**config.mk**
```make
export PLATFORM = sky130hd
export DESIGN_NAME = bblur_back
export DESIGN_NICKNAME = d
export VERILOG_FILES = /design/src/rtl/bblur_pkg.sv /design/src/rtl/bblur_back.sv
export VERILOG_INCLUDE_DIRS = /design/src /design/src/rtl
export SDC_FILE = /design/constraint.sdc
export NUM_CORES = 1
export LEC_CHECK = 0
export ABC_AREA = 1
export ABC_CLOCK_PERIOD_IN_PS = 3900
export BUFFER_PORTS_ARGS = -buffer_cell sky130_fd_sc_hd__buf_2
export CAP_MARGIN = 20
export CORE_MARGIN = 4
export CORE_UTILIZATION = 30
export CTS_CLUSTER_DIAMETER = 60
export DETAILED_ROUTE_END_ITERATION = 8
export SYNTH_ARGS = -nofsm -noshare
export SYNTH_HDL_FRONTEND = slang
export SYNTH_SLANG_ARGS = --single-unit
```
**constraint.sdc**
```tcl
create_clock -name i_clk -period 3.9 [get_ports i_clk]
set_input_delay 0.195 -clock i_clk [delete_from_list [all_inputs] [get_ports i_clk]]
set_output_delay 0.195 -clock i_clk [all_outputs]
set_load 0.02 [all_outputs]
```
**src/rtl/assert_macros.svh**
```systemverilog
`ifndef ASSERT_MACROS_SVH
`define ASSERT_MACROS_SVH

// Property checked on every rising edge, off while reset is held.
`define BB_ASSERT(label, clk, rst_n, prop, msg) \
    label: assert property (@(posedge clk) disable iff (!rst_n) prop) \
        else $error(msg);

// Condition in one cycle implies a consequence in the next.
`define BB_ASSERT_NEXT(label, clk, rst_n, ante, cons, msg) \
    label: assert property (@(posedge clk) disable iff (!rst_n) (ante) |=> (cons)) \
        else $error(msg);

`endif

```
**src/rtl/bblur_pkg.sv**
```systemverilog
`default_nettype none

package bblur_pkg;

    localparam int MAX_WIDTH_DEF = 1024;
    localparam int MAX_HEIGHT    = 4096;
    localparam int Q_DEPTH_DEF   = 8;

    localparam int CH_W       = 8;
    localparam int COL_OUT_W  = 10;
    localparam int ROW_W      = 12;
    localparam int FW_W       = 11;
    localparam int FH_W       = 13;
    localparam int CFG_DATA_W = 13;
    localparam int CFG_IDX_W  = 1;
    // wide enough for any size compare (widths up to 2047, heights up to 8191)
    localparam int EXT_W      = 14;
    localparam int SUM_W      = 12;

    // x / 9 == (x * 3641) >> 15 for all x below 2296
    localparam logic [SUM_W-1:0] DIV9_MUL   = 12'd3641;
    localparam int               DIV9_SHIFT = 15;

    localparam logic [FW_W-1:0] FRAME_WIDTH_RST  = 11'd640;
    localparam logic [FH_W-1:0] FRAME_HEIGHT_RST = 13'd480;

    localparam logic [CFG_IDX_W-1:0] CFG_FRAME_WIDTH  = 1'b0;
    localparam logic [CFG_IDX_W-1:0] CFG_FRAME_HEIGHT = 1'b1;

    typedef struct packed {
        logic [CH_W-1:0] red;
        logic [CH_W-1:0] green;
        logic [CH_W-1:0] blue;
    } t_rgb;

    typedef struct packed {
        logic [CH_W-1:0] in_red;
        logic [CH_W-1:0] in_green;
        logic [CH_W-1:0] in_blue;
        logic            start_of_frame;
    } t_in;

    typedef struct packed {
        logic [CH_W-1:0]      out_red;
        logic [CH_W-1:0]      out_green;
        logic [CH_W-1:0]      out_blue;
        logic [COL_OUT_W-1:0] out_col;
        logic [ROW_W-1:0]     out_row;
        logic                 is_border;
        logic                 last_of_run;
    } t_out;

    // per-pixel classification carried down the front pipeline
    typedef struct packed {
        t_rgb                 pix;
        logic [COL_OUT_W-1:0] col;
        logic [ROW_W-1:0]     row;
        logic                 avg;
        logic                 border;
    } t_tag;

    // queue entry: everything the back end needs for up to two results
    typedef struct packed {
        t_tag tag;
        t_rgb mean;
    } t_job;

    typedef enum logic {
        BK_FIRST,
        BK_SECOND
    } t_bk_state;

endpackage

`default_nettype wire

```
**src/rtl/bblur_back.sv**
```systemverilog
`default_nettype none

`include "assert_macros.svh"

module bblur_back (
    input  wire logic                i_clk,
    input  wire logic                i_rst_n,
    input  wire logic                i_head_valid,
    input  wire bblur_pkg::t_job     i_head,
    output      logic                o_pop,
    output      logic                o_valid,
    output      bblur_pkg::t_out     o_data,
    input  wire logic                i_stall
);

    bblur_pkg::t_bk_state r_state;
    bblur_pkg::t_bk_state n_state;
    bblur_pkg::t_out      r_out_data;
    logic                 r_out_valid;
    bblur_pkg::t_out      w_res;
    logic                 w_ld;
    logic                 w_two;

    assign w_ld  = i_head_valid && (!r_out_valid || !i_stall);
    assign w_two = i_head.tag.avg && i_head.tag.border;

    // next state
    always_comb begin
        n_state = r_state;
        case (r_state)
            bblur_pkg::BK_FIRST: begin
                if (w_ld && w_two) n_state = bblur_pkg::BK_SECOND;
            end
            bblur_pkg::BK_SECOND: begin
                if (w_ld) n_state = bblur_pkg::BK_FIRST;
            end
            default: n_state = bblur_pkg::BK_FIRST;
        endcase
    end

    // result selection and pop
    always_comb begin
        w_res.out_red     = i_head.tag.pix.red;
        w_res.out_green   = i_head.tag.pix.green;
        w_res.out_blue    = i_head.tag.pix.blue;
        w_res.out_col     = i_head.tag.col;
        w_res.out_row     = i_head.tag.row;
        w_res.is_border   = 1'b1;
        w_res.last_of_run = 1'b1;
        o_pop             = w_ld;
        case (r_state)
            bblur_pkg::BK_FIRST: begin
                if (i_head.tag.avg) begin
                    // averaged pixel sits one up and one left
                    w_res.out_red     = i_head.mean.red;
                    w_res.out_green   = i_head.mean.green;
                    w_res.out_blue    = i_head.mean.blue;
                    w_res.out_col     = i_head.tag.col - 1'b1;
                    w_res.out_row     = i_head.tag.row - 1'b1;
                    w_res.is_border   = 1'b0;
                    w_res.last_of_run = !i_head.tag.border;
                    o_pop             = w_ld && !i_head.tag.border;
                end
            end
            bblur_pkg::BK_SECOND: begin
                o_pop = w_ld;
            end
            default: begin
                o_pop = w_ld;
            end
        endcase
    end

    always_ff @(posedge i_clk) begin
        if (!i_rst_n) begin
            r_state     <= bblur_pkg::BK_FIRST;
            r_out_valid <= 1'b0;
        end else begin
            r_state <= n_state;
            if (w_ld) begin
                r_out_valid <= 1'b1;
            end else if (!i_stall) begin
                r_out_valid <= 1'b0;
            end
        end
    end

    always_ff @(posedge i_clk) begin
        if (w_ld) begin
            r_out_data <= w_res;
        end
    end

    assign o_valid = r_out_valid;
    assign o_data  = r_out_data;

    `BB_ASSERT(a_second_has_both, i_clk, i_rst_n, (r_state == bblur_pkg::BK_SECOND) |-> (i_head_valid && i_head.tag.avg && i_head.tag.border), "second result without a two-result entry")
    `BB_ASSERT_NEXT(a_avg_then_border, i_clk, i_rst_n, w_ld && !w_res.last_of_run, (r_state == bblur_pkg::BK_SECOND) && i_head_valid, "border result lost after averaged one")

endmodule

`default_nettype wire

```
# After elaboration in Yosys (flattened, before gate mapping)
# Index checks and enable logic that the tools add are counted.
[totals]
reg_bits = 50
input_bits = 76
elab_cells = 32
[op_classes]
addsub = 2
n_eq_ne = 1
muxes = 9
n_bitwise = 2
reduce_logical = 9
[op_table]
columns = ["operator", "count"]
rows = [
  ["48-bit two-way mux", 2],
  ["12-bit by 1-bit subtractor with 12-bit output (second input constant)", 1],
  ["10-bit by 1-bit subtractor with 10-bit output (second input constant)", 1],
  ["1-bit two-way mux", 5],
  ["1-bit logical AND", 4],
  ["1-bit case mux with 2 select lines", 2],
  ["1-bit zero test", 3],
  ["2-bit by 1-bit != test with 1-bit output (second input constant)", 1],
  ["1-bit NOT", 2],
  ["2-bit OR reduction", 1],
  ["1-bit logical OR", 1],
]

# Longest topological paths before layout
[logic_depth]
depth_word = 6
mapped_depth = 8
depth_no_buf = 7

# Least setup slack after synthesis
# Ideal clock, no wire load.
[synth_path]
kind = "register -> register"
startpoint = "register r_out_valid, in the netlist o_valid"
endpoint = "register r_state"
t_arrival_ps = 3323
required_ps = 3775
setup_slack_ps = 452
path_stages_with_launch = 4
path_buffers = 0
period_less_slack_ps = 3448
path_cell_list = "dfxtp_1 > a21oi_1 > and2_1 > nor2_1"
[synth_via]
elab_chain_cells = 6
[synth_lines]
columns = ["element", "line", "source"]
rows = [
  ["start: declaration", "bblur_back.sv:19", "logic r_out_valid;"],
  ["start signal: assignment", "bblur_back.sv:77", "r_out_valid <= 1'b0;"],
  ["start signal: assignment", "bblur_back.sv:81", "r_out_valid <= 1'b1;"],
  ["start signal: assignment", "bblur_back.sv:83", "r_out_valid <= 1'b0;"],
  ["1-bit zero test *", "bblur_back.sv:24", "assign w_ld = i_head_valid && (!r_out_valid || !i_stall);"],
  ["1-bit logical OR *", "bblur_back.sv:24", ""],
  ["1-bit logical AND *", "bblur_back.sv:24", ""],
  ["named net w_ld", "bblur_back.sv:21", "logic w_ld;"],
  ["1-bit logical AND", "bblur_back.sv:32", "if (w_ld && w_two) n_state = bblur_pkg::BK_SECOND;"],
  ["1-bit two-way mux", "bblur_back.sv:32", ""],
  ["1-bit case mux with 2 select lines *", "bblur_back.sv:30", "case (r_state)"],
  ["end signal: assignment", "bblur_back.sv:76", "r_state <= bblur_pkg::BK_FIRST;"],
  ["end signal: assignment", "bblur_back.sv:79", "r_state <= n_state;"],
  ["end: declaration", "bblur_back.sv:16", "bblur_pkg::t_bk_state r_state;"],
]
# The timed path passes the listed nets; every way through them passes the cells marked *.
# A chain may end at the register's enable or synchronous reset.

# Worst setup path in the final report
[layout_path]
startpoint = "register r_out_valid, in the netlist o_valid"
endpoint = "output o_pop"
[layout_via]
elab_chain_cells = 6
[layout_lines]
columns = ["element", "line", "source"]
rows = [
  ["1-bit zero test *", "bblur_back.sv:24", ""],
  ["1-bit logical OR *", "bblur_back.sv:24", ""],
  ["1-bit logical AND *", "bblur_back.sv:24", ""],
  ["named net w_ld", "bblur_back.sv:21", ""],
  ["1-bit logical AND", "bblur_back.sv:62", "o_pop = w_ld && !i_head.tag.border;"],
  ["1-bit two-way mux", "bblur_back.sv:53", "if (i_head.tag.avg) begin"],
  ["1-bit case mux with 2 select lines *", "bblur_back.sv:51", "case (r_state)"],
  ["end: declaration", "bblur_back.sv:10", "output logic o_pop,"],
]
# Marks and branches as above.

==> impl_metrics.yaml <==
run_status:
  status: "completed"
synth:
  synth_warnings: 0
  yosysTopAreaCell: "edfxtp_1"
  synth_area_per_cell_um2: 9.37
  synth_cell_types: 23
  synth_nets: 335
  synthTopCellsByArea: "edfxtp_1, nand2_1, nor2_1, inv_1, nand3_1"
  syn_area_mm2: 0.00241
  ys_seq_area_share_pct: 61.5
  synth_edf_count: 48
  synth_top_area_share_pct: 59.8
  synthCells: 257
  synth-main-ff-cell: "edfxtp_1"
  async_flop_share_pct: 0
  synth_seq_cells: 50
finish:
  antenna_cells: 0
  final_net_count: 463
  layout_commonest_cell: "buf_2"
  multi_input_area_um2: 818
  fin_util_pct: 41.6
  drive_above_1_share_pct: 37.3
  design_area_mm2: 0.00323
  layout_common_cells: "buf_2, nand2_1, edfxtp_1, nor2_1, inv_1"
  fill_cells: 819
  seq_area_mm2: 0.00148
  area_delta_synth_final_pct: 34.0
place:
  placed_cell_area_mm2: 0.00315
  routabilityCongestion: 0.803
  io_buffers: 125
  hpwl_um: 4600
timing:
  whs_ps: 148
  rsz0062_at_grt: "false"
  finalSetupViolCount: 0
  fin_tns_setup_ps: 0
  finalCritPeriodShare_pct: 46.7
  hold_viol_final: 0
  worst_pin_slew_ps: 689
  min_period_ps: 1820
  final_max_slew_viol_count: 0
  timing.slew.headroom_pct: 54.0
  fin_skew_ps: 8.27
  max_freq_mhz: 549
power_and_ir_drop:
  p_int_mw: 0.840
  power_mw: 1.15
  comb_power_share_pct: 19.3
  p_leak_nw: 1.57
  p_per_area_mw_per_mm2: 357
  clock_power_share_pct: 24.5
  ir_drop_mv: 0.148
  p_switching_mw: 0.312
  pwr-share-seq_pct: 56.2
  switching_share_pct: 27.1
clock_tree:
  cts-resized-gates: 0
  cts_tree: "done"
  cts_htree_levels: 2
  hold_buffers: 0
  cts-root-buf: "clkbuf_8"
  post-cts-setup-buffer-count: 0
  clk_latency_ps: 300
  cts_made_buffers: 5
  path_clk_slew_ps: 80
  clock_sinks: 50
  clock_path_buffers: 2
global_routing:
  use_met3_pct: 4.24
  grt.busiest_layer: "met2"
  grt_overflow: 0
  grt_max_degree: 32
  met1_usage_pct: 14.6
  grt_usage_pct: 12.1
  grt_pass1_vias: 1984
  grt_use_met2_pct: 20.6
  antenna_found_initial: 0
  grt_pass1_wl_um: 9350
setup_path:
  crit_arrival_ps: 1630
  cp-end-kind: "primary output"
  slowest_delay_ps: 570
  critPathTopFamily: "compound AO/OA/AOI/OAI gates"
  worstPathMaxFanout: 22
  cp.depth: 3
  path_class: "reg2out"
  reg2regPathDepth: 2
  critPathLaunch: "o_valid"
  r2r-start: "o_valid"
  crit_chain: "a21oi_4 -> and2_1 -> buf_2"
  crit_path_top_delay_cell: "a21oi_4"
  start_kind: "flop"
  path_buf_inv: 1
  cp.required_ps: 3700
detailed_routing:
  wl_um: 5860
  drcViolationCount: 0
  via_count: 2028
  postRouteAntennaNets: 0
  drtPass1Iterations: 4
  vias_per_cell: 4.16
  wl_per_cell_um: 12.0
  initialDrtViolationCount: 69
die:
  start_util_pct: 31.0
  rows: 32
  die_x_um: 97.6
  die_area_mm2: 0.00953
  core_mm2: 0.00777
  floorplan.die.height_um: 97.6
  io_pins: 126
worst_hold_path:
  hold_path_startpoint: "i_rst_n"
  hold_class: "in2reg"
  hold_depth: 3
run:
  cap_viol_max_count: 0
cells in the mapped netlist, types with 2 or more instances:
library cell and number:
buf_2 3, buf_4 2, dfxtp_1 2, edfxtp_1 48, ha_1 2, inv_1 19
inv_2 2, nand2_1 118, nand3_1 12, nand3b_1 4, nor2_1 21, nor2_2 2
nor2_4 3, o21ai_0 3, o21ai_1 2, or2_2 2, xnor2_1 2, xor2_1 5
power by group through the flow:
stage | Sequential, mW | Clock, mW | Combinational (mW)
final | 0.647 | 0.282 | 0.223
after global routing | 0.651 | 0.323 | 0.248
after CTS | 0.648 | 0.297 | 0.228
after detailed placement | 0.660 | 0 | 0.227
after global placement | 0.659 | 0 | 0.225
after floorplan | 0.712 | 0 | 0.0793
tightest hold or removal path, cell delays in order:
cell     delay, ps
buf_2          100
o21ai_0         60
nor2_1          40
cells by family after synthesis:
kind of cell	count (synthesis)	share of synthesized area, %
AO/OA/AOI/OAI	7	1.56
XOR/XNOR	7	2.55
adder cells (fa/ha/maj)	2	1.04
buffers and inverters	27	4.99
flip-flops	50	61.5
AND/OR/NAND/NOR	164	28.4
sequential cells by signal, summed over array words and instances (netlist names):
register	cells
r_state	1
o_data	48
o_valid	1
through the flow:
stage	instances	setup WS [ps]
after global routing	488	1940
after floorplan	257	452
final	488	2080
after CTS	488	2020
after detailed placement	480	2130
after global placement	480	2150
worst paths after layout:
path / slack, ps / endpoint
hold / removal: 150 / r_state
setup reg to reg: 2170 / o_data[33]
setup / recovery: 2080 / o_pop
hold reg to reg: 520 / o_valid
metal layers:
| layer | part of all wire, % | up-vias | wire length [um] |
|---|---|---|---|
| met2 | 48 | 72 | 2800 |
| met4 | 0.91 | 0 | 53 |
| met3 | 8.3 | 4 | 486 |
| met5 | 0 | - | 0 |
| li1 | - | 1075 | - |
| met1 | 43 | 877 | 2520 |
layout make-up:
type | count | share of cell area, %
clock inverter | 2 | 0.271
clock buffer | 6 | 2.25
tap | 102 | 3.95
inverter | 21 | 2.44
sequential | 50 | 45.9
timing repair buffer | 127 | 19.8
multi-input combinational | 180 | 25.3
No activity file was read; power rests on OpenSTA's default activity.
