## src/rtl/assert_macros.svh

```systemverilog
`ifndef ASSERT_MACROS_SVH
`define ASSERT_MACROS_SVH

// Property checked on every rising edge, off while reset is held.
`define BB_ASSERT(label, clk, rst_n, prop, msg) \
    label: assert property (@(posedge clk) disable iff (!rst_n) prop) \
        else $error(msg);

// Condition in one cycle implies a consequence in the next.
`define BB_ASSERT_NEXT(label, clk, rst_n, ante, cons, msg) \
    label: assert property (@(posedge clk) disable iff (!rst_n) (ante) |=> (cons)) \
        else $error(msg);

`endif

```

## src/rtl/bblur_pkg.sv

```systemverilog
`default_nettype none

package bblur_pkg;

    localparam int MAX_WIDTH_DEF = 1024;
    localparam int MAX_HEIGHT    = 4096;
    localparam int Q_DEPTH_DEF   = 8;

    localparam int CH_W       = 8;
    localparam int COL_OUT_W  = 10;
    localparam int ROW_W      = 12;
    localparam int FW_W       = 11;
    localparam int FH_W       = 13;
    localparam int CFG_DATA_W = 13;
    localparam int CFG_IDX_W  = 1;
    // wide enough for any size compare (widths up to 2047, heights up to 8191)
    localparam int EXT_W      = 14;
    localparam int SUM_W      = 12;

    // x / 9 == (x * 3641) >> 15 for all x below 2296
    localparam logic [SUM_W-1:0] DIV9_MUL   = 12'd3641;
    localparam int               DIV9_SHIFT = 15;

    localparam logic [FW_W-1:0] FRAME_WIDTH_RST  = 11'd640;
    localparam logic [FH_W-1:0] FRAME_HEIGHT_RST = 13'd480;

    localparam logic [CFG_IDX_W-1:0] CFG_FRAME_WIDTH  = 1'b0;
    localparam logic [CFG_IDX_W-1:0] CFG_FRAME_HEIGHT = 1'b1;

    typedef struct packed {
        logic [CH_W-1:0] red;
        logic [CH_W-1:0] green;
        logic [CH_W-1:0] blue;
    } t_rgb;

    typedef struct packed {
        logic [CH_W-1:0] in_red;
        logic [CH_W-1:0] in_green;
        logic [CH_W-1:0] in_blue;
        logic            start_of_frame;
    } t_in;

    typedef struct packed {
        logic [CH_W-1:0]      out_red;
        logic [CH_W-1:0]      out_green;
        logic [CH_W-1:0]      out_blue;
        logic [COL_OUT_W-1:0] out_col;
        logic [ROW_W-1:0]     out_row;
        logic                 is_border;
        logic                 last_of_run;
    } t_out;

    // per-pixel classification carried down the front pipeline
    typedef struct packed {
        t_rgb                 pix;
        logic [COL_OUT_W-1:0] col;
        logic [ROW_W-1:0]     row;
        logic                 avg;
        logic                 border;
    } t_tag;

    // queue entry: everything the back end needs for up to two results
    typedef struct packed {
        t_tag tag;
        t_rgb mean;
    } t_job;

    typedef enum logic {
        BK_FIRST,
        BK_SECOND
    } t_bk_state;

endpackage

`default_nettype wire

```

## src/rtl/bblur_queue.sv

```systemverilog
`default_nettype none

`include "assert_macros.svh"

module bblur_queue #(
    parameter int DEPTH = bblur_pkg::Q_DEPTH_DEF
) (
    input  wire logic                       i_clk,
    input  wire logic                       i_rst_n,
    input  wire logic                       i_push,
    input  wire bblur_pkg::t_job            i_job,
    input  wire logic                       i_pop,
    output      logic                       o_valid,
    output      bblur_pkg::t_job            o_head,
    output      logic [$clog2(DEPTH):0]     o_count
);

    localparam int AW = $clog2(DEPTH);

    bblur_pkg::t_job r_mem [DEPTH];
    logic [AW-1:0]   r_wr_ptr;
    logic [AW-1:0]   r_rd_ptr;
    logic [AW:0]     r_count;

    always_ff @(posedge i_clk) begin
        if (!i_rst_n) begin
            r_wr_ptr <= '0;
            r_rd_ptr <= '0;
            r_count  <= '0;
        end else begin
            if (i_push) begin
                r_wr_ptr <= (r_wr_ptr == AW'(DEPTH - 1)) ? '0 : r_wr_ptr + 1'b1;
            end
            if (i_pop) begin
                r_rd_ptr <= (r_rd_ptr == AW'(DEPTH - 1)) ? '0 : r_rd_ptr + 1'b1;
            end
            case ({i_push, i_pop})
                2'b10:   r_count <= r_count + 1'b1;
                2'b01:   r_count <= r_count - 1'b1;
                default: r_count <= r_count;
            endcase
        end
    end

    always_ff @(posedge i_clk) begin
        if (i_push) begin
            r_mem[r_wr_ptr] <= i_job;
        end
    end

    assign o_valid = (r_count != '0);
    assign o_head  = r_mem[r_rd_ptr];
    assign o_count = r_count;

    // front end's credit check must keep the queue from overflowing
    `BB_ASSERT(a_no_overflow, i_clk, i_rst_n, (i_push && (r_count == (AW+1)'(DEPTH))) |-> i_pop, "queue overflow")
    `BB_ASSERT(a_no_underflow, i_clk, i_rst_n, i_pop |-> (r_count != '0), "pop from empty queue")

endmodule

`default_nettype wire

```

## config.mk

```make
export PLATFORM = sky130hd
export DESIGN_NAME = bblur_queue
export DESIGN_NICKNAME = d
export VERILOG_FILES = /design/src/rtl/bblur_pkg.sv /design/src/rtl/bblur_queue.sv
export VERILOG_INCLUDE_DIRS = /design/src /design/src/rtl
export SDC_FILE = /design/constraint.sdc
export NUM_CORES = 1
export LEC_CHECK = 0
export CORE_ASPECT_RATIO = 1.25
export CORE_MARGIN = 1
export CORE_UTILIZATION = 40
export DETAILED_ROUTE_END_ITERATION = 10
export DONT_BUFFER_PORTS = 1
export PLACE_DENSITY = 0.5
export SLEW_MARGIN = 40
export SYNTH_ARGS = -nofsm -noshare
export SYNTH_HDL_FRONTEND = slang
export SYNTH_SLANG_ARGS = --single-unit
```

## constraint.sdc

```tcl
create_clock -name i_clk -period 8.1 [get_ports i_clk]
set_input_delay 0.81 -clock i_clk [delete_from_list [all_inputs] [get_ports i_clk]]
set_output_delay 0.81 -clock i_clk [all_outputs]
set_load 0.01 [all_outputs]
```

**After elaboration in Yosys (flattened, before gate mapping)**

Memories as Yosys holds them, arrays and structs flattened. A register that Yosys moved wholly into a read port is not among the register bits.
Index checks and enable logic that the tools add are counted.

- Register bits after elaboration: 10
- Latch bits: 0
- RAM bits: 576
- Bits in read-only memories: 0
- Input port bits: 76
- Output and inout port bits: 77
- Word-level logic and storage cells: 21
- Memories: 1

Memories:

| memory | words | width | read ports | clocked after memory_dff | write ports | RTL line | RTL |
|---|---|---|---|---|---|---|---|
| r_mem | 8 | 72 | 1 | 1 | 1 | bblur_queue.sv:20 | `bblur_pkg::t_job r_mem [DEPTH];` |

- Add/sub/neg operators: 4
- Multiply operators: 0
- Divide/modulo/power cells: 0
- Magnitude comparators: 0
- Equal/unequal tests: 4
- Shift operators: 0
- Mux-type cells: 7
- Bitwise operators: 0
- Reduce and logical (&&, ||, !) cells: 2

Operators with widths:

| kind | number |
|---|---|
| 3-bit 2-to-1 mux | 4 |
| 4-bit case mux with 2 select lines | 1 |
| 3-bit by 1-bit adder with 3-bit output (second input constant) | 2 |
| 3-bit equality test (second input constant) | 2 |
| 4-bit by 1-bit adder with 4-bit output (second input constant) | 1 |
| 4-bit nonzero test | 1 |
| 4-bit by 1-bit subtractor with 4-bit output (second input constant) | 1 |
| 2-bit by 1-bit equality test with 1-bit output (second input constant) | 1 |
| 2-bit equality test (second input constant) | 1 |
| 1-bit 2-to-1 mux | 2 |
| 2-bit nonzero test | 1 |

**Depth between registers and ports, before layout**

Gate-level depths: netlist of run 1.

- Depth in word-level cells: 4
- Mapped depth: 8
- Mapped depth without buffers: 8

**Worst setup path after synthesis of run 1**

No wires, ideal clock.

- Kind: in2reg
- From: input i_push
- To: memory r_mem[0][0] in the netlist's numbering (enable)
- Library setup time: 0.591 ns
- Data arrival time: 5.802 ns
- Data required time: 7.509 ns
- Setup slack: 1.707 ns
- Cell stages on the path: 2
- Buffers on the path: 0
- Path through: nand2b_1 > nor3_1

- Word-level cells in the longest chain between the ends: 2

RTL lines:

| what | RTL line | RTL |
|---|---|---|
| start, declared | bblur_queue.sv:10 | `input wire logic i_push,` |
| 1-bit 2-to-1 mux | bblur_queue.sv:46 | `if (i_push) begin` |
| 1-bit 2-to-1 mux (not written as such) | bblur_queue.sv:47 | `r_mem[r_wr_ptr] <= i_job;` |
| end, declared | bblur_queue.sv:20 |  |

Every way passes these cells.

==> flow_summary.toml, run 1 <==
[run_status]
run_status = "finished clean"

[global_route]
gr-usage-met1 = 0.204
global_route.usage.total = 0.162
grt_busiest_layer = "met2"
vias_in_the_first_global_route = 10100
grt_antenna_before_repair = 0
grt_start_max_net_pins = 65
grt_first_pass_wirelength_um = 67400
grt.overflow.total = 0
gr-usage-met3 = 0.0468
grt_met2_use = 0.274

[floorplanning]
fp.coreArea_sq_mm = 0.0553
die_w_um = 214
io-pin-count = 153
die_height_um = 267
row_count = 96
die-area_sq_mm = 0.0573
starting_density_of_the_core = 0.408

[route]
drt_iter0_markers = 554
detail_route.wl_per_cell_um = 26.4
route.antenna.remaining_nets = 0
dr.pass1.iters = 4
dr_total_vias = 9236
post_drt_via_cell_ratio = 5.34
drcViolationCount = 0
drt_wirelength_um = 45600

[sta]
max_freq_mhz = 263
tightestPinTransition_ns = 0.805
worst_clock_skew_ns = 0.0157
layout_min_cycle_time_ns = 3.81
worst_relative_slew_slack = 0.463
hold_viol = 0
final.setup.tns_ns = 0
final-max-slew-violation-count = 0
fin_crit_sh = 0.470
timing.final.setup_violations = 0
setup_repair_after_global_routing_missed_its_margin = "no"

[logic_synthesis]
avgSynthCellArea_sq_um = 24.9
postSynth.topFlopCell = "sky130_fd_sc_hd__edfxtp_1"
top_cell_type_by_total_area_after_synthesis = "sky130_fd_sc_hd__edfxtp_1"
synth.lib_cells_used.distinct = 33
synth_edf_count = 576
yosys-top-cells-area = "sky130_fd_sc_hd__edfxtp_1, sky130_fd_sc_hd__mux4_2, sky130_fd_sc_hd__mux2_4"
netlist.area_leader.share = 0.767
sequential_share_of_the_synthesized_area = 0.779
synth_common_cells = "sky130_fd_sc_hd__edfxtp_1, sky130_fd_sc_hd__mux4_2, sky130_fd_sc_hd__mux2_4, sky130_fd_sc_hd__buf_2"
synthCells = 904
synth-warning-count = 0
synthesis.nets = 987
synthesis.area_sq_mm = 0.0225
postSynthRegisterBits = 589
yosysMostFrequentCell = "sky130_fd_sc_hd__edfxtp_1"
asyncSetResetFlopFracSynth = 0

[layout]
area_delta_synth_final_pct = 12.4
filler_cell_count = 4615
fin_nets = 1030
finalInstanceArea_sq_mm = 0.0253
drive_above_1_share = 0.336
finalNonFillerCells = 1731
antenna_cells_inserted = 0

[setup_path]
worstSetupPathDepth = 4
worst_setup_path_endpoint = "o_head[36]"
worstPathArrival_ns = 3.00
setup.reg_to_reg.worst_slack_ns = 5.37
critical_path_peak_fanout = 41
critical_path_buf_inv_count = 2
timing.critical_path.slowest_cell_delay_ns = 0.60
crit_type = "register to output port"
cp_cell_sequence = "buf_12 -> buf_6 -> mux4_2 -> mux2_4"
cp_top_family = "multiplexers"
cp.required_ns = 7.29
launching_element_type_of_the_critical_path = "register"
r2r-end = "r_mem[3][6]"
worst_r2r_startpoint = "r_wr_ptr[1]"
r2r_cells = 4
worstSetupEndpointType = "output port"
critical_path.slowest_cell = "sky130_fd_sc_hd__dfxtp_4"

[clock_network]
register_clock_pin_slew_on_the_reported_worst_setup_and_hold_paths_ns = 0.06
h-tree-depth = 2
maximum_clock_path_buffer_count = 3
clock_latency_ns = 0.61
tritoncts.num_buffers = 58
clock-sinks = 589
clockRootBuffer = "sky130_fd_sc_hd__clkbuf_16"
cts_resized = 0
postCtsSetupRepairBufs = 0
tritoncts_clock_tree = "built"
cts_hold_buf = 0

[placed_design]
dp_cells = 1622
numPortBuffers = 0
hpwlAfterDp_um = 24800
postPlaceCellArea_sq_mm = 0.0235
gp_congestion = 0.660

[min_path]
path_category_of_the_worst_min_delay_check = "input port to register"

[job]
drv.max_cap_violation_count = 0

[power]
cellLeakagePower_nw = 7.81
ir_worst_vdd_v = 0.000167
sequentialPowerShare = 0.536
power-per-cell-area_mw_per_mm2 = 254
p_comb_frac = 0.056
internal_power_mw = 5.10
clkPwrFrac = 0.408
sw_frac_of_total = 0.206
total_switching_power_mw = 1.33
-- power by group through the flow --
stage,clock network [mW],registers [mW],logic [mW]
6_report,2.62,3.44,0.363
4_1_cts,2.70,3.44,0.377
3_3_place_gp,0,3.52,0.357
2_1_floorplan,0,3.50,0.300
3_5_place_dp,0,3.51,0.376
5_1_grt,2.81,3.45,0.391
-- routing by layer --
layer | share of wire | routed length, um
met2 | 0.50 | 22800
met3 | 0.058 | 2630
met1 | 0.42 | 19300
met5 | 0 | 0
met4 | 0.020 | 903
-- worst min path at each step --
stage,start,to,slack (ns),cells after the start
3_5_place_dp,o_count[3],o_count[3],0.53,2
3_3_place_gp,o_count[3],o_count[3],0.51,2
5_1_grt,i_job[60],r_mem[1][60],0.25,0
2_1_floorplan,o_count[3],o_count[3],0.49,2
6_report,i_job[55],r_mem[2][55],0.29,0
4_1_cts,i_job[27],r_mem[0][27],0.25,0
-- state kept, by name, indices dropped and copies added, names as in the netlist, named ones only --
| name | flops |
|---|---|
| r_rd_ptr | 3 |
| r_wr_ptr | 3 |
| r_mem | 576 |
| o_count | 4 |
-- kinds of logic (layout without fill, tap and decap cells) --
kind of cell             after synthesis  after routing  synth area share
multiplexers                         222            222             0.193
XOR/XNOR                               3              3           0.00117
flip-flops                           589            589             0.779
AO/OA/AOI/OAI                          8              8           0.00239
adder cells (fa/ha/maj)                7              7           0.00389
AND/OR/NAND/NOR                       31             31           0.00733
buffers and inverters                 44            136            0.0137
-- placed cells by master, fill, tap and decap left out, drive strengths merged, types with 2 or more instances in the layout --
| cell | n |
|---|---|
| ha | 7 |
| o21ai | 2 |
| clkbuf | 66 |
| nand2 | 6 |
| clkinv | 33 |
| bufinv | 6 |
| xor2 | 2 |
| buf | 25 |
| mux2 | 73 |
| clkinvlp | 2 |
| nor3 | 3 |
| nor2 | 6 |
| edfxtp | 576 |
| nor2b | 5 |
| dfxtp | 13 |
| nand2b | 4 |
| mux4 | 144 |
| and2 | 3 |
| inv | 4 |
| mux2i | 5 |
-- metrics by stage --
step	utilization	setup WS [ns]	total power [mW]	hold WS [ns]
floorplan	-	1.71	3.80	0.493
global placement	0.424	4.49	3.87	0.511
detailed placement	0.425	4.63	3.88	0.525
CTS	0.458	3.95	6.52	0.248
global route	0.458	4.06	6.65	0.247
finish	0.458	4.29	6.42	0.293
-- final cells by class --
cell class                 instances  area (sq um)  share of cell area
sequential                       589         17600               0.694
clock inverter                    43           369              0.0146
tap                              735           920              0.0363
inverter                           2          7.51            0.000296
multi-input combinational        271          4730               0.187
clock buffer                      66          1480              0.0585
timing repair buffer              25           249             0.00983
Note: power is estimated with default switching activity, not from simulation.
==> run 2: changes to the inputs <==
- PLACE_DENSITY: 0.5 -> 0.52
- clock period: 8.1 -> 3.06 ns (I/O delays scaled with it)
==> run 2 against run 1 <==
Effect of this change: combinational power grew to 3.1 times the previous value; non-clock buffer count is 78 higher; design area increased by 3.5%; global-route usage down 0.44 points; hold slack worse by 0.24 ns; routed wire length fell by 2.7%; register-to-register slack lost 4.3 ns; utilization rose by 1.6 points; flip-flop and latch count is the same; cell count increased by 4.3%; critical path depth did not move; clock power grew to 2.7 times the previous value; critical path type unchanged; largest cell class unchanged; highest routed layer is now met5.
==> flow_summary.toml, run 2 (synthesis gave the netlist of run 1 again) <==
[global_route]
grt_start_max_net_pins = 47
grt.overflow.total = 0
global_route.usage.total = 0.157
grt_antenna_before_repair = 3
grt_first_pass_wirelength_um = 66100
vias_in_the_first_global_route = 10400

[placed_design]
dp_cells = 1625
gp_congestion = 0.661
hpwlAfterDp_um = 22600
place_ws_ns = 0.821
numPortBuffers = 0
postPlaceCellArea_sq_mm = 0.0236

[sta]
hold_viol = 0
worst_clock_skew_ns = 0.0190
max_freq_mhz = 358
fin_crit_sh = 0.913
worst_relative_slew_slack = 0.464
final-max-slew-violation-count = 0
tightestPinTransition_ns = 0.804
layout_min_cycle_time_ns = 2.79
setup_ws_ns = 0.265
setup_repair_after_global_routing_missed_its_margin = "no"
timing.final.setup_violations = 0

[floorplanning]
row_count = 96
die-area_sq_mm = 0.0573
io-pin-count = 153
starting_density_of_the_core = 0.408
die_w_um = 214
die_height_um = 267
fp.coreArea_sq_mm = 0.0553

[route]
drt_iter0_markers = 521
post_drt_via_cell_ratio = 5.22
dr.pass1.iters = 4
dr_total_vias = 9433
drcViolationCount = 0
detail_route.wl_per_cell_um = 24.6
drt_wirelength_um = 44400
route.antenna.remaining_nets = 0

[setup_path]
cp.required_ns = 2.75
worstSetupEndpointType = "output port"
critical_path_peak_fanout = 27
r2r-end = "r_mem[6][33]"
r2r_cells = 3
setup.reg_to_reg.worst_slack_ns = 1.07
worst_r2r_startpoint = "r_wr_ptr[2]"
crit_type = "register to output port"
worstPathArrival_ns = 2.49
launching_element_type_of_the_critical_path = "register"

[layout]
final_common_cell = "sky130_fd_sc_hd__edfxtp_1"
fin_nets = 1106
finalNonFillerCells = 1806
drive_above_1_share = 0.312
max_reg_flops = 576
largest_register = "r_mem"
area_delta_synth_final_pct = 16.3
filler_cell_count = 4562
mostFrequentLayoutCells = "sky130_fd_sc_hd__edfxtp_1, sky130_fd_sc_hd__mux4_2, sky130_fd_sc_hd__dlygate4sd3_1, sky130_fd_sc_hd__mux2_4, sky130_fd_sc_hd__clkbuf_16"
finalInstanceArea_sq_mm = 0.0262

[clock_network]
clock_latency_ns = 0.59
tritoncts_clock_tree = "built"
clock-sinks = 589
maximum_clock_path_buffer_count = 3
clockRootBuffer = "sky130_fd_sc_hd__clkbuf_16"
h-tree-depth = 2
register_clock_pin_slew_on_the_reported_worst_setup_and_hold_paths_ns = 0.06
tritoncts.num_buffers = 56

[power]
power-per-cell-area_mw_per_mm2 = 656
cellLeakagePower_nw = 8.16
sw_frac_of_total = 0.204
ir_worst_vdd_v = 0.000443
total_switching_power_mw = 3.51
internal_power_mw = 13.7
p_comb_frac = 0.066
totalPowerFinal_mw = 17.2
sequentialPowerShare = 0.529
clkPwrFrac = 0.405

[run_status]
run_status = "finished clean"

[min_path]
holdCritStartpoint = "i_pop"
path_category_of_the_worst_min_delay_check = "input port to register"
holdPathStages = 2

[job]
drv.max_cap_violation_count = 0
run 2: cell count changes in the layout (fill, tap and decap cells not counted), sizes merged, moves of 2 or more:
| cell | before | now |
|---|---|---|
| clkinv | 33 | 22 |
| buf | 25 | 28 |
| inv | 4 | 2 |
| clkbuf | 66 | 76 |
| dlygate4sd3 | 0 | 75 |
| clkinvlp | 2 | 0 |
run 2: what timing repair did:
action                    in CTS  in global routing
setup buffers                  0                  0
gates resized for setup        0                  0
hold endpoints to repair     589                  0
hold buffers                  75                  0
run 2: cell type report:
type,instances,area (sq um),share of cell area
Clock buffer,76,1540,0.0587
Sequential cell,589,17600,0.670
Multi-Input combinational cell,271,4740,0.181
Clock inverter,29,318,0.0121
Tap cell,735,920,0.0351
Inverter,2,7.51,0.000286
Antenna cell,1,2.50,0.0000955
Timing Repair Buffer,103,1110,0.0424
run 2: worst max-delay path by stage:
stage,from,to,slack (ns),cells after the start
final,register,o_head[22],0.27,4
after global routing,register,o_head[26],0.11,4
after CTS,register,o_head[5],0.16,4
after detailed placement,register,o_head[22],0.82,4
after global placement,register,o_head[5],0.86,4
after floorplan,r_wr_ptr[1],r_mem[4][0],-0.99,2
run 2: per-layer routing:
metal / GRT usage / routed length (um) / up-vias
li1: - / - / 4093
met3: 0.0327 / 1790 / 62
met1: 0.208 / 19400 / 5108
met2: 0.264 / 22300 / 166
met5: 0 / 31 / -
met4: 0.0434 / 839 / 4
run 2: power groups by stage:
stage               logic [mW]  registers (mW)  clock network (mW)
finish                    1.14            9.11                6.96
floorplan                0.796            9.26                   0
CTS                       1.18            9.11                7.16
detailed placement        1.00            9.29                   0
global placement         0.997            9.28                   0
global route              1.22            9.12                7.43
run 2: worst max-delay path: stages (launching register included):
cell and delay, ns:
sky130_fd_sc_hd__dfxtp_4 0.51, sky130_fd_sc_hd__buf_4 0.25, sky130_fd_sc_hd__buf_12 0.26, sky130_fd_sc_hd__mux4_2 0.54
sky130_fd_sc_hd__mux2_4 0.31
run 2: through the flow:
step	util	hold slack (ns)	setup TNS, ns
floorplan	-	0.405	-524.16
global placement	0.427	0.405	0
detailed placement	0.427	0.405	0
CTS	0.474	0.00945	0
global route	0.474	0.0332	0
finish	0.474	0.0551	0
==> run 3: changes to the inputs <==
- PLACE_DENSITY: 0.52 -> 0.5
- clock period: 3.06 -> 2.83 ns (I/O delays scaled with it)
==> run 3 against run 2 <==
Effect of this change: die area did not move; clock skew about the same; critical endpoint is now o_head[34]; power up 6.4%; largest power group unchanged; largest cell class unchanged; count of clock-buffer cells in the layout unchanged.
==> flow_summary.toml, run 3 (synthesis gave the netlist of run 1 again) <==
[run_status]
run_status = "finished clean"

[global_route]
global_route.usage.total = 0.160
grt.overflow.total = 0
grt_first_pass_wirelength_um = 67300
vias_in_the_first_global_route = 10400
grt_antenna_before_repair = 2
grt_start_max_net_pins = 73

[layout]
largest_register = "r_mem"
fin_nets = 1107
final_common_cell = "sky130_fd_sc_hd__edfxtp_1"
area_delta_synth_final_pct = 16.3
mostFrequentLayoutCells = "sky130_fd_sc_hd__edfxtp_1, sky130_fd_sc_hd__mux4_2, sky130_fd_sc_hd__dlygate4sd3_1, sky130_fd_sc_hd__mux2_4, sky130_fd_sc_hd__clkbuf_16"
max_reg_flops = 576
fin_util = 0.474
sequential_cell_area_in_the_final_layout_sq_mm = 0.0176
multiInputGateArea_sq_mm = 0.00474
finalNonFillerCells = 1806
filler_cell_count = 4597
drive_above_1_share = 0.315

[power]
ir_worst_vdd_v = 0.000558
cellLeakagePower_nw = 8.15
totalPowerFinal_mw = 18.3
power-per-cell-area_mw_per_mm2 = 699

[route]
drt_iter0_markers = 551
dr_total_vias = 9418
detail_route.wl_per_cell_um = 24.7
drt_wirelength_um = 44700
drcViolationCount = 0
route.antenna.remaining_nets = 0
post_drt_via_cell_ratio = 5.21
dr.pass1.iters = 4

[min_path]
path_category_of_the_worst_min_delay_check = "input port to register"
holdCritStartpoint = "i_pop"
holdPathStages = 2

[placed_design]
numPortBuffers = 0
dp_cells = 1625
hpwlAfterDp_um = 22700
gp_congestion = 0.649

[floorplanning]
die_height_um = 267
starting_density_of_the_core = 0.408
die-area_sq_mm = 0.0573
die_w_um = 214
fp.coreArea_sq_mm = 0.0553
row_count = 96
io-pin-count = 153

[job]
drv.max_cap_violation_count = 0

[sta]
tightestPinTransition_ns = 0.674
setup_repair_after_global_routing_missed_its_margin = "no"
timing.final.setup_violations = 0
worst_clock_skew_ns = 0.0190
hold_viol = 0
fin_crit_sh = 0.927
finalHoldWorstSlack_ns = 0.0570
final-max-slew-violation-count = 0
layout_min_cycle_time_ns = 2.62
worst_relative_slew_slack = 0.549
max_freq_mhz = 381

[setup_path]
timing.critical_path.slowest_cell_delay_ns = 0.58
setup.reg_to_reg.worst_slack_ns = 0.91
critical_path_buf_inv_count = 1
cp_top_family = "multiplexers"
r2r_cells = 3
critical_path_peak_fanout = 62
critical_path.slowest_cell = "sky130_fd_sc_hd__mux4_2"
worst_r2r_startpoint = "r_wr_ptr[1]"
launching_element_type_of_the_critical_path = "register"
r2r-end = "r_mem[2][29]"
cp.required_ns = 2.55
worstSetupEndpointType = "output port"
worstSetupPathDepth = 3
crit_type = "register to output port"
worstPathArrival_ns = 2.34
cp_cell_sequence = "buf_12 -> mux4_2 -> mux2_4"

[clock_network]
tritoncts.num_buffers = 57
tritoncts_clock_tree = "built"
clock-sinks = 589
h-tree-depth = 2
register_clock_pin_slew_on_the_reported_worst_setup_and_hold_paths_ns = 0.06
clockRootBuffer = "sky130_fd_sc_hd__clkbuf_16"
clock_latency_ns = 0.59
maximum_clock_path_buffer_count = 3
-- run 3: cell count changes in the layout (fill, tap and decap cells not counted), sizes merged --
| cell | before | now |
|---|---|---|
| clkinv | 22 | 23 |
| diode | 1 | 3 |
| bufinv | 7 | 4 |
-- run 3: worst max path at each step --
stage | end | slack, ns
CTS | o_head[71] | 0.11
detailed placement | o_head[71] | 0.76
global route | o_head[34] | 0.05
floorplan | r_mem[6][0] | -0.12
global placement | o_head[34] | 0.77
finish | o_head[34] | 0.21
-- run 3: layout make-up --
class	instances	area share
Timing Repair Buffer	103	0.0457
Multi-Input combinational cell	271	0.181
Clock buffer	76	0.0587
Sequential cell	589	0.670
Clock inverter	27	0.00859
Inverter	2	0.000286
Antenna cell	3	0.000286
Tap cell	735	0.0351
-- run 3: through the flow --
stage	area [sq um]	setup slack (ns)	setup TNS, ns
after floorplan	22600	-0.124	-47.45
after global placement	23700	0.767	0
after detailed placement	23700	0.764	0
after CTS	26200	0.114	0
after global routing	26200	0.0463	0
final	26200	0.205	0
-- run 3: report_power, final --
| part | leakage (nW) | switching, mW | internal [mW] |
|---|---|---|---|
| sequential | 5.34 | 0.0662 | 9.77 |
| clock | 0.877 | 3.07 | 4.15 |
| combinational | 1.93 | 0.638 | 0.611 |
| total | 8.15 | 3.78 | 14.5 |
-- run 3: routing by layer --
metal	GRT usage	part of all wire
met5	0	0
met4	0.0413	0.019
met2	0.271	0.51
met1	0.211	0.43
met3	0.0341	0.042
-- run 3: repair_timing --
| item | 4_1_cts | 5_1_grt |
|---|---|---|
| hold buffers | 75 | 0 |
| buffers inserted | 0 | 0 |
| resized for setup | 0 | 0 |
| endpoints found under the hold margin | 589 | 0 |
